===== config.mk =====
export PLATFORM = sky130hd
export DESIGN_NAME = wrf_ctrl
export DESIGN_NICKNAME = d
export VERILOG_FILES = /design/src/hw/rtl/wrf_pkg.sv /design/src/hw/rtl/wrf_ctrl.sv
export SDC_FILE = /design/constraint.sdc
export NUM_CORES = 1
export LEC_CHECK = 0
export BUFFER_PORTS_ARGS = -buffer_cell sky130_fd_sc_hd__buf_4
export CAP_MARGIN = 20
export CORE_ASPECT_RATIO = 0.5
export CORE_MARGIN = 1.5
export CORE_UTILIZATION = 52
export CTS_BUF_LIST = sky130_fd_sc_hd__clkbuf_16
export DETAILED_ROUTE_END_ITERATION = 16
export GPL_TIMING_DRIVEN = 0
export PLACE_DENSITY = 0.79
export SETUP_SLACK_MARGIN = 0.2
export SLEW_MARGIN = 20
export SYNTH_ARGS = -nofsm -noshare
export SYNTH_HDL_FRONTEND = slang
export SYNTH_SLANG_ARGS = --single-unit

===== constraint.sdc =====
create_clock -name clock -period 3.45 [get_ports clock]
set_input_delay 0.69 -clock clock [delete_from_list [all_inputs] [get_ports clock]]
set_output_delay 0.69 -clock clock [all_outputs]
set_load 0.02 [all_outputs]

===== src/hw/rtl/wrf_pkg.sv =====
// Shared types, constants and constant functions of the windowed radix-2 FFT unit.
// Provides the functions from which wrf_datapath builds the window and twiddle tables at elaboration; no dependencies.
package wrf_pkg;

   localparam int POINTS_DEF = 64;
   localparam int ADDR_MAX_W = 6;

   localparam logic [1:0] WIN_RECT     = 2'd0;
   localparam logic [1:0] WIN_HAMMING  = 2'd1;
   localparam logic [1:0] WIN_HANN     = 2'd2;
   localparam logic [1:0] WIN_BLACKMAN = 2'd3;

   localparam logic [0:0] REG_WINDOW_KIND = 1'b0;

   localparam logic [63:0] PI_Q30        = 64'd3373259426;
   localparam longint      ONE_Q30       = 64'sd1073741824;
   localparam longint      C054          = 64'sd579820585;
   localparam longint      C046          = 64'sd493921239;
   localparam longint      C050          = 64'sd536870912;
   localparam longint      C042          = 64'sd450971566;
   localparam longint      C008          = 64'sd85899346;
   localparam longint      INV_SQRT2_Q30 = 64'sd759250125;

   typedef struct packed {
      logic signed [15:0] sample_re;
      logic signed [15:0] sample_im;
      logic               frame_end;
   } req_type;

   typedef struct packed {
      logic signed [23:0] bin_re;
      logic signed [23:0] bin_im;
      logic [5:0]         bin_number;
      logic               bin_last;
   } rsp_type;

   typedef enum logic [1:0] {
      WSEL_SAMPLE = 2'd0,
      WSEL_ZERO   = 2'd1,
      WSEL_BFLY_A = 2'd2,
      WSEL_BFLY_B = 2'd3
   } wsel_type;

   typedef struct packed {
      logic                  wr_en;
      wsel_type              wr_sel;
      logic [ADDR_MAX_W-1:0] wr_addr;
      logic [ADDR_MAX_W-1:0] win_idx;
      logic [ADDR_MAX_W-1:0] rd_addr_a;
      logic [ADDR_MAX_W-1:0] rd_addr_b;
      logic [ADDR_MAX_W-2:0] tw_idx;
      logic                  emit;
      logic [ADDR_MAX_W-1:0] bin_num;
      logic                  bin_last;
   } cmd_type;

   // Cosine in Q30 of a phase given in turns, Q32.
   // The k-th Taylor term is divided by (2k-1)*2k.
   function automatic longint cos_q30(input logic [31:0] phase);
      logic [31:0] p;
      logic        neg;
      logic [63:0] x;
      logic [63:0] x2;
      logic [63:0] term;
      logic [63:0] prod;
      longint      sum;
      p   = phase;
      neg = 1'b0;
      if (p > 32'h8000_0000) p = 32'h0 - p;
      if (p > 32'h4000_0000) begin
         p   = 32'h8000_0000 - p;
         neg = 1'b1;
      end
      x    = ({32'h0, p} * PI_Q30 + (64'd1 << 30)) >> 31;
      x2   = (x * x + (64'd1 << 29)) >> 30;
      term = 64'd1 << 30;
      sum  = ONE_Q30;
      for (int k = 1; k <= 7; k++) begin
         prod = (term * x2) >> 30;
         case (k)
            1: term = prod / 64'd2;
            2: term = prod / 64'd12;
            3: term = prod / 64'd30;
            4: term = prod / 64'd56;
            5: term = prod / 64'd90;
            6: term = prod / 64'd132;
            default: term = prod / 64'd182;
         endcase
         if ((k & 1) == 1) sum = sum - longint'(term);
         else sum = sum + longint'(term);
      end
      if (sum < 0) sum = 0;
      if (sum > ONE_Q30) sum = ONE_Q30;
      return neg ? -sum : sum;
   endfunction

   // Window coefficient, 0 to 32768, for a sample phase in turns.
   function automatic logic [16:0] window_q15(input logic [1:0] kind, input logic [31:0] phase);
      longint c1;
      longint c2;
      longint w60;
      longint r;
      c1 = cos_q30(phase);
      c2 = cos_q30(phase << 1);
      case (kind)
         WIN_HAMMING:  w60 = C054 * ONE_Q30 - C046 * c1;
         WIN_HANN:     w60 = C050 * ONE_Q30 - C050 * c1;
         WIN_BLACKMAN: w60 = C042 * ONE_Q30 - C050 * c1 + C008 * c2;
         default:      return 17'd32768;
      endcase
      r = (w60 + (64'sd1 <<< 44)) >>> 45;
      if (r < 0) r = 0;
      if (r > 32768) r = 32768;
      return r[16:0];
   endfunction

   function automatic longint tw_part(input logic [31:0] phase);
      longint r;
      r = (cos_q30(phase) + 64'sd16384) >>> 15;
      if (r < -32768) r = -32768;
      if (r > 32768) r = 32768;
      return r;
   endfunction

   function automatic logic signed [16:0] tw_re(input logic [31:0] phase);
      longint r;
      r = tw_part(phase);
      return r[16:0];
   endfunction

   function automatic logic signed [16:0] tw_im(input logic [31:0] phase);
      longint r;
      r = -tw_part(phase - 32'h4000_0000);
      return r[16:0];
   endfunction

   // Output scale 1/sqrt(N) in Q30 for N = 2^lg.
   function automatic logic [30:0] scale_q30(input int lg);
      longint r;
      if ((lg & 1) == 1) r = INV_SQRT2_Q30 >>> ((lg - 1) >> 1);
      else r = 64'sd1 <<< (30 - (lg >> 1));
      return r[30:0];
   endfunction

endpackage


===== src/hw/rtl/wrf_ctrl.sv =====
// Sequencer of the windowed FFT: sample intake, zero padding, butterfly passes, bin output.
// Depends on wrf_pkg; drives the datapath through the cmd_type command struct.
module wrf_ctrl
   import wrf_pkg::*;
#(
   parameter int FRAME_POINTS = POINTS_DEF
) (
   input  logic    clock,
   input  logic    reset,
   input  logic    start,
   input  req_type req_payload,
   output logic    busy,
   output cmd_type cmd
);

   localparam int AW = $clog2(FRAME_POINTS);
   localparam int SW = $clog2(AW);
   localparam int BW = AW - 1;
   localparam logic [AW:0]   CNT_FULL  = (AW + 1)'(FRAME_POINTS);
   localparam logic [AW:0]   CNT_PLAST = (AW + 1)'(FRAME_POINTS - 1);
   localparam logic [BW-1:0] BF_LAST   = BW'(FRAME_POINTS / 2 - 1);
   localparam logic [SW-1:0] ST_LAST   = SW'(AW - 1);
   localparam logic [AW-1:0] BIN_LAST  = AW'(FRAME_POINTS - 1);

   typedef enum logic [9:0] {
      ST_IDLE  = 10'b00_0000_0001,
      ST_PAD   = 10'b00_0000_0010,
      ST_BRD   = 10'b00_0000_0100,
      ST_BMUL  = 10'b00_0000_1000,
      ST_BSUM  = 10'b00_0001_0000,
      ST_BWRA  = 10'b00_0010_0000,
      ST_BWRB  = 10'b00_0100_0000,
      ST_ORD   = 10'b00_1000_0000,
      ST_OMUL  = 10'b01_0000_0000,
      ST_OEMIT = 10'b10_0000_0000
   } state_type;

   state_type     state_ff, state_in;
   logic [AW:0]   cnt_ff, cnt_in;
   logic [SW-1:0] stage_ff, stage_in;
   logic [BW-1:0] bfly_ff, bfly_in;
   logic [AW-1:0] bin_ff, bin_in;

   logic          accept;
   logic          room;
   logic [AW:0]   cnt_next;
   logic [AW-1:0] half_v;
   logic [AW-1:0] mask_v;
   logic [AW-1:0] bf_ext;
   logic [AW-1:0] addr_a;
   logic [AW-1:0] addr_b;
   logic [AW-1:0] j_full;
   logic [BW-1:0] tw_v;

   function automatic logic [AW-1:0] bitrev(input logic [AW-1:0] v);
      logic [AW-1:0] r;
      for (int b = 0; b < AW; b++) r[AW-1-b] = v[b];
      return r;
   endfunction

   assign busy     = (state_ff != ST_IDLE);
   assign accept   = start && !busy;
   assign room     = (cnt_ff < CNT_FULL);
   assign cnt_next = cnt_ff + (AW + 1)'(room);

   // Decimation in time: butterfly b of a pass pairs i and i + half, where i is b with a
   // zero bit inserted at the position of half.
   assign half_v = AW'(1) << stage_ff;
   assign mask_v = half_v - AW'(1);
   assign bf_ext = AW'(bfly_ff);
   assign addr_a = bf_ext + (bf_ext & ~mask_v);
   assign addr_b = addr_a | half_v;
   assign j_full = bf_ext & mask_v;
   assign tw_v   = j_full[BW-1:0] << (ST_LAST - stage_ff);

   always_comb begin
      state_in = state_ff;
      cnt_in   = cnt_ff;
      stage_in = stage_ff;
      bfly_in  = bfly_ff;
      bin_in   = bin_ff;

      cmd           = '0;
      cmd.wr_sel    = WSEL_SAMPLE;
      cmd.win_idx   = ADDR_MAX_W'(cnt_ff[AW-1:0]);
      cmd.rd_addr_a = ADDR_MAX_W'(addr_a);
      cmd.rd_addr_b = ADDR_MAX_W'(addr_b);
      cmd.tw_idx    = (ADDR_MAX_W - 1)'(tw_v);
      cmd.bin_num   = ADDR_MAX_W'(bin_ff);
      cmd.bin_last  = (bin_ff == BIN_LAST);

      case (state_ff)
         ST_IDLE: begin
            cmd.wr_addr = ADDR_MAX_W'(bitrev(cnt_ff[AW-1:0]));
            if (accept) begin
               cmd.wr_en = room;
               cnt_in    = cnt_next;
               if (req_payload.frame_end) begin
                  if (cnt_next == CNT_FULL) begin
                     state_in = ST_BRD;
                     cnt_in   = '0;
                  end else begin
                     state_in = ST_PAD;
                  end
               end
            end
         end
         ST_PAD: begin
            cmd.wr_en   = 1'b1;
            cmd.wr_sel  = WSEL_ZERO;
            cmd.wr_addr = ADDR_MAX_W'(bitrev(cnt_ff[AW-1:0]));
            if (cnt_ff == CNT_PLAST) begin
               cnt_in   = '0;
               state_in = ST_BRD;
            end else begin
               cnt_in = cnt_ff + (AW + 1)'(1);
            end
         end
         ST_BRD:  state_in = ST_BMUL;
         ST_BMUL: state_in = ST_BSUM;
         ST_BSUM: state_in = ST_BWRA;
         ST_BWRA: begin
            cmd.wr_en   = 1'b1;
            cmd.wr_sel  = WSEL_BFLY_A;
            cmd.wr_addr = ADDR_MAX_W'(addr_a);
            state_in    = ST_BWRB;
         end
         ST_BWRB: begin
            cmd.wr_en   = 1'b1;
            cmd.wr_sel  = WSEL_BFLY_B;
            cmd.wr_addr = ADDR_MAX_W'(addr_b);
            if (bfly_ff == BF_LAST) begin
               bfly_in = '0;
               if (stage_ff == ST_LAST) begin
                  stage_in = '0;
                  bin_in   = '0;
                  state_in = ST_ORD;
               end else begin
                  stage_in = stage_ff + SW'(1);
                  state_in = ST_BRD;
               end
            end else begin
               bfly_in  = bfly_ff + BW'(1);
               state_in = ST_BRD;
            end
         end
         ST_ORD: begin
            cmd.rd_addr_a = ADDR_MAX_W'(bin_ff);
            state_in      = ST_OMUL;
         end
         ST_OMUL: begin
            cmd.rd_addr_a = ADDR_MAX_W'(bin_ff);
            state_in      = ST_OEMIT;
         end
         ST_OEMIT: begin
            cmd.rd_addr_a = ADDR_MAX_W'(bin_ff);
            cmd.emit      = 1'b1;
            bin_in        = bin_ff + AW'(1);
            state_in      = (bin_ff == BIN_LAST) ? ST_IDLE : ST_ORD;
         end
         default: state_in = ST_IDLE;
      endcase
   end

   always_ff @(posedge clock) begin
      if (reset) begin
         state_ff <= ST_IDLE;
         cnt_ff   <= '0;
         stage_ff <= '0;
         bfly_ff  <= '0;
         bin_ff   <= '0;
      end else begin
         state_ff <= state_in;
         cnt_ff   <= cnt_in;
         stage_ff <= stage_in;
         bfly_ff  <= bfly_in;
         bin_ff   <= bin_in;
      end
   end

endmodule


==> flow_summary.toml, run 1 <==
[detailed_routing]
vias = 3023
drt-total-wl_microns = 8870
routed_via_density = 6.63
dr_wl_met3_microns = 1080
wl_met2_microns = 3860
drtAntennaViolNets = 0
drt_pass1_iterations = 7
post_drt_wl_per_cell_microns = 19.5
drc = 0
top_layer = "met4"
drt-met1-wl_microns = 3510
drt_iter0_markers = 378

[power]
p_leak_nw = 1.41
peakVddDrop_v = 0.000285
pwr_density_cell_mw_per_mm2 = 315

[clock_network]
clkTransAtPathRegs_ns = 0.05
insertion_delay_ns = 0.28
cts.hold.buffers_added = 0
cts_buffer_depth = 2
cts_tree = "yes"
cts.sinks = 31
cts-root-buf = "clkbuf_16"
htreeDepth = 2
numCtsBuffers = 5

[finish]
drive_above_1_share = 0.318
syn_to_final_growth_pct = 40.8
diodes = 0
final_nets = 448
fin_util = 0.769

[sta]
fin_crit_sh = 0.961
hold_viol_final = 0
setup_viol = 0
skew_ns = 0.00528
whs_ns = 0.516
layout_min_cycle_time_ns = 3.32
worst_pin_slew_ns = 0.623
slew_headroom = 0.581
drv_slew = 0
fmax_ghz = 0.302
rsz0062_at_grt = "yes"

[setup_path]
crit_family = "compound AO/OA/AOI/OAI gates"
crit_buf_inv = 3
r2r_cells = 9
timing.rr.end = "bin_ff[2]"
crit_path_max_incr_delay_ns = 0.34
cp.required_ns = 2.76
crit_chain = "buf_8, inv_8, ha_4, nand2_4, ha_4, nor2b_4, ha_4, a21oi_4, a21boi_2, o21a_2, o2111a_1, a31oi_4, buf_6"
worst-setup-path-type = "reg -> out"
crit_path_max_fanout = 4
crit_start = "stage_ff[0]"
r2r-start = "bfly_ff[2]"
crit_arrival_ns = 2.63
reg2reg_slack_ns = 0.88
cp-start-kind = "flop"
slowest_stage = "dfxtp_2"
path_common_cell = "ha_4"
cp-end-kind = "primary output"

[logic_synthesis]
synth_top_area_frac = 0.257
ys_top_cells_by_area = "dfxtp_1, ha_1, nand2_1, nor2_1, o21ai_0"
synth-seq-cells = 31
synth_seq_area_share = 0.257
synth_nets = 376
synth_most_common_cell = "nand2_1"
async_reset_ff_frac = 0
synth.avg_cell_area_sq_um = 7.41
synth_common_cells = "nand2_1, nor2_1, dfxtp_1"
synth.distinct_cells = 53
syn-instance-count = 326
ys_warn_count = 0
synth_edf_count = 0
synth.cell_area_sq_mm = 0.00242
yosys.area.top_type = "dfxtp_1"
ys.flop_type = "dfxtp_1"

[min_path]
min_path_type = "reg -> reg"
min-delay-start = "state_ff[9]"
holdPathStages = 1
min_to = "state_ff[9]"

[run]
maxCapViolCount = 0

[placement]
gp_congestion = 0.971
dp_hpwl_microns = 5180
numPortBuffers = 43

[floorplan]
start_util = 0.546
die-area_sq_mm = 0.00509
num_rows = 17
die_h_microns = 51.2
die_w_microns = 99.4
core_sq_mm = 0.00442
io_pins = 77

[global_route]
grt_max_degree = 11
grt_antenna_before_repair = 0
grt_first_pass_wirelength_microns = 12400
grt_pass1_vias = 2559
track_usage = 0.318
overflow = 0

[run_status]
status = "complete, no violations"
## worst register-to-register path, stage by stage, from the launching register on
cell      delay [ns]
dfxtp_1         0.32
clkbuf_1        0.39
and3_1          0.24
ha_1            0.14
clkbuf_1        0.31
nand3_1         0.30
o22ai_2         0.32
nand2_1         0.13
xor2_1          0.21
nor2_1          0.09
## registers in the layout (all words and copies together), names as in the netlist
register and cells:
cnt_ff 7, stage_ff 3, bfly_ff 5, state_ff 10
bin_ff 6
## power by group
group	switching [mW]	internal, mW
clock	0.159	0.260
combinational	0.148	0.110
sequential	0.0228	0.371
## worst max path at each step
stage / depth (start not counted) / slack, ns / to
CTS: 8 / 0.19 / cmd[35]
detailed placement: 13 / -0.32 / cmd[35]
floorplan: 12 / 0.21 / cmd[17]
global placement: 13 / -0.28 / cmd[35]
global route: 13 / 0.08 / cmd[35]
finish: 13 / 0.13 / cmd[35]
## area by class of cell
class,count,area [sq um]
multi-input cells,263,1880
fillers,312,1020
flip-flops and latches,31,626
repair buffers,65,495
plain buffers,23,143
clock buffers,5,125
well taps,57,71.3
inverters,9,51.3
clock inverters,3,12.5
## cells in the final DEF (no fill, tap or decap), types with 6 or more instances in the layout
master	netlist	layout
buf_4	7	69
nand2_1	42	39
nor2_1	33	32
dfxtp_1	31	27
o21ai_0	20	18
a21oi_1	18	16
clkbuf_1	15	12
nor3_1	11	10
nand3_1	9	9
xnor2_1	11	8
nand4_1	8	8
inv_1	9	8
ha_1	14	7
nand2b_1	7	6
ha_4	0	6
## per-stage QoR
step	setup slack (ns)	TNS, ns	power, mW	cells	cell area [sq um]
final	0.135	0	1.07	456	3400
after global routing	0.0798	0	1.12	456	3400
after CTS	0.190	0	1.07	450	3250
after detailed placement	-0.315	-1.10	0.647	426	2840
after global placement	-0.279	-0.878	0.642	426	2840
after floorplan	0.207	0	0.572	326	2440
## layer usage
layer,global-route usage,vias to the layer above
met4,0.136,0
met3,0.0657,63
met1,0.421,1398
met2,0.508,249
li1,-,1313
met5,0,-
## repair_timing
action,CTS,global route
endpoints found under the setup margin,18,15
gates cloned,0,0
endpoints found under the hold margin,0,0
pin swaps,11,14
gates resized for setup,44,23
setup buffers,16,6
## cells by family (layout without fill, tap and decap cells)
logic type | Yosys count | count (layout) | share of synthesized area
AO/OA/AOI/OAI | 79 | 79 | 0.210
XOR/XNOR | 17 | 17 | 0.0616
adder cells (fa/ha/maj) | 14 | 14 | 0.0725
buffers and inverters | 32 | 105 | 0.0611
flip-flops | 31 | 31 | 0.257
multiplexers | 6 | 6 | 0.0269
AND/OR/NAND/NOR | 147 | 147 | 0.311
No activity file was read; power rests on OpenSTA's default activity.
==> run 2: changes to the inputs <==
--- a/config.mk
+++ b/config.mk
@@ -7,2 +7,3 @@
 export LEC_CHECK = 0
+export ABC_AREA = 0
 export BUFFER_PORTS_ARGS = -buffer_cell sky130_fd_sc_hd__buf_4
@@ -13,2 +14,3 @@
 export CTS_BUF_LIST = sky130_fd_sc_hd__clkbuf_16
+export CTS_CLUSTER_DIAMETER = 100
 export DETAILED_ROUTE_END_ITERATION = 16
==> constraint.sdc (replaced) <==
create_clock -name clock -period 3.45 [get_ports clock]
set_input_delay 0.5175 -clock clock [delete_from_list [all_inputs] [get_ports clock]]
set_output_delay 0.5175 -clock clock [all_outputs]
set_load 0.02 [all_outputs]
==> flow_summary.toml, run 2 (synthesis results as in run 1) <==
[sta]
fin_crit_sh = 0.932
layout_min_cycle_time_ns = 3.22
setup_viol = 0
whs_ns = 0.523
fmax_ghz = 0.311
drv_slew = 0
rsz0062_at_grt = "no"
hold_viol_final = 0
skew_ns = 0.00430
setup_ws_ns = 0.233
slew_headroom = 0.586
worst_pin_slew_ns = 0.621

[placement]
gp_congestion = 0.895
numPortBuffers = 43
dp_hpwl_microns = 5020
place_area_sq_mm = 0.00282
place_worst_setup_slack_ns = -0.442

[clock_network]
cts.sinks = 31
insertion_delay_ns = 0.28
cts_tree = "yes"
htreeDepth = 2
clkTransAtPathRegs_ns = 0.05
numCtsBuffers = 5
cts.hold.buffers_added = 0
cts_buffer_depth = 2
cts-root-buf = "clkbuf_16"

[finish]
reg.largest.list = "state_ff x10, cnt_ff x7, bin_ff x6"
mostFrequentLayoutCell = "buf_4"
drive_above_1_share = 0.265
largest_register_ffs = 10
fin_area_sq_mm = 0.00319
largest-register = "state_ff"
layout_common_cells = "buf_4, nand2_1, nor2_1, dfxtp_1, o21ai_0"
final_nets = 437
diodes = 0
syn_to_final_growth_pct = 32.1

[power]
peakVddDrop_v = 0.000231
pwr_density_cell_mw_per_mm2 = 331
p_leak_nw = 1.32

[setup_path]
cp-start-kind = "flop"
cp.required_ns = 2.93
crit_path_max_fanout = 8
cp-end-kind = "primary output"
r2r_cells = 9
worst-setup-path-type = "reg -> out"
crit_arrival_ns = 2.70

[global_route]
grt_max_degree = 11
grt_pass1_vias = 2365
grt_first_pass_wirelength_microns = 11600
grt_antenna_before_repair = 0
track_usage = 0.294
overflow = 0

[min_path]
min_path_type = "reg -> reg"
holdPathStages = 1

[floorplan]
core_sq_mm = 0.00442
die_w_microns = 99.4
num_rows = 17
die-area_sq_mm = 0.00509
start_util = 0.546
die_h_microns = 51.2
io_pins = 77

[detailed_routing]
drt-total-wl_microns = 7770
drt_iter0_markers = 217
drc = 0
vias = 2786
routed_via_density = 6.26
drt_pass1_iterations = 5
drtAntennaViolNets = 0
post_drt_wl_per_cell_microns = 17.5

[run]
maxCapViolCount = 0

[run_status]
status = "complete, no violations"
## run 2: worst paths after layout
check,start,end,slack (ns)
setup reg to reg,bfly_ff[0],bin_ff[3],0.79
hold reg to reg,state_ff[3],state_ff[3],0.52
hold / removal,state_ff[3],state_ff[3],0.52
setup / recovery,state_ff[6],cmd[19],0.23
## run 2: final cells by class
| cell class | count | area, sq um |
|---|---|---|
| flip-flops and latches | 31 | 626 |
| multi-input cells | 263 | 1770 |
| clock inverters | 3 | 12.5 |
| fillers | 337 | 1230 |
| inverters | 9 | 43.8 |
| plain buffers | 23 | 138 |
| repair buffers | 54 | 405 |
| clock buffers | 5 | 125 |
| well taps | 57 | 71.3 |
## run 2: report_power, final
part | leakage, nW | internal [mW] | total, mW | switching (mW)
Combinational | 0.994 | 0.105 | 0.246 | 0.141
Sequential | 0.252 | 0.371 | 0.392 | 0.0215
Clock | 0.0762 | 0.260 | 0.417 | 0.157
## run 2: critical path, stage by stage, from the launching register on
cell and delay, ns:
dfxtp_1 0.36, or4_1 0.57, or4b_4 0.59, o21ai_2 0.19
buf_4 0.19, nand2_1 0.10, o21ai_0 0.20, buf_4 0.22
## run 2: through the flow
stage	utilization	cells	power (mW)	TNS (ns)
finish	0.721	445	1.05	0
global route	0.721	445	1.10	0
CTS	0.697	437	1.05	0
detailed placement	0.637	426	0.641	-1.44
global placement	0.637	426	0.638	-0.685
floorplan	-	326	0.570	0
## run 2: layer usage
| layer | global-route usage | vias to the layer above | share of wire |
|---|---|---|---|
| li1 | - | 1295 | - |
| met1 | 0.398 | 1296 | 0.43 |
| met2 | 0.473 | 160 | 0.44 |
| met3 | 0.0670 | 35 | 0.093 |
| met4 | 0.0869 | 0 | 0.038 |
| met5 | 0 | - | 0 |
## run 2: repair_timing
action / CTS / global route
buffers inserted: 3 / 8
pin swaps: 4 / 7
endpoints found under the hold margin: 0 / 0
endpoints found under the setup margin: 19 / 14
resized for setup: 30 / 13
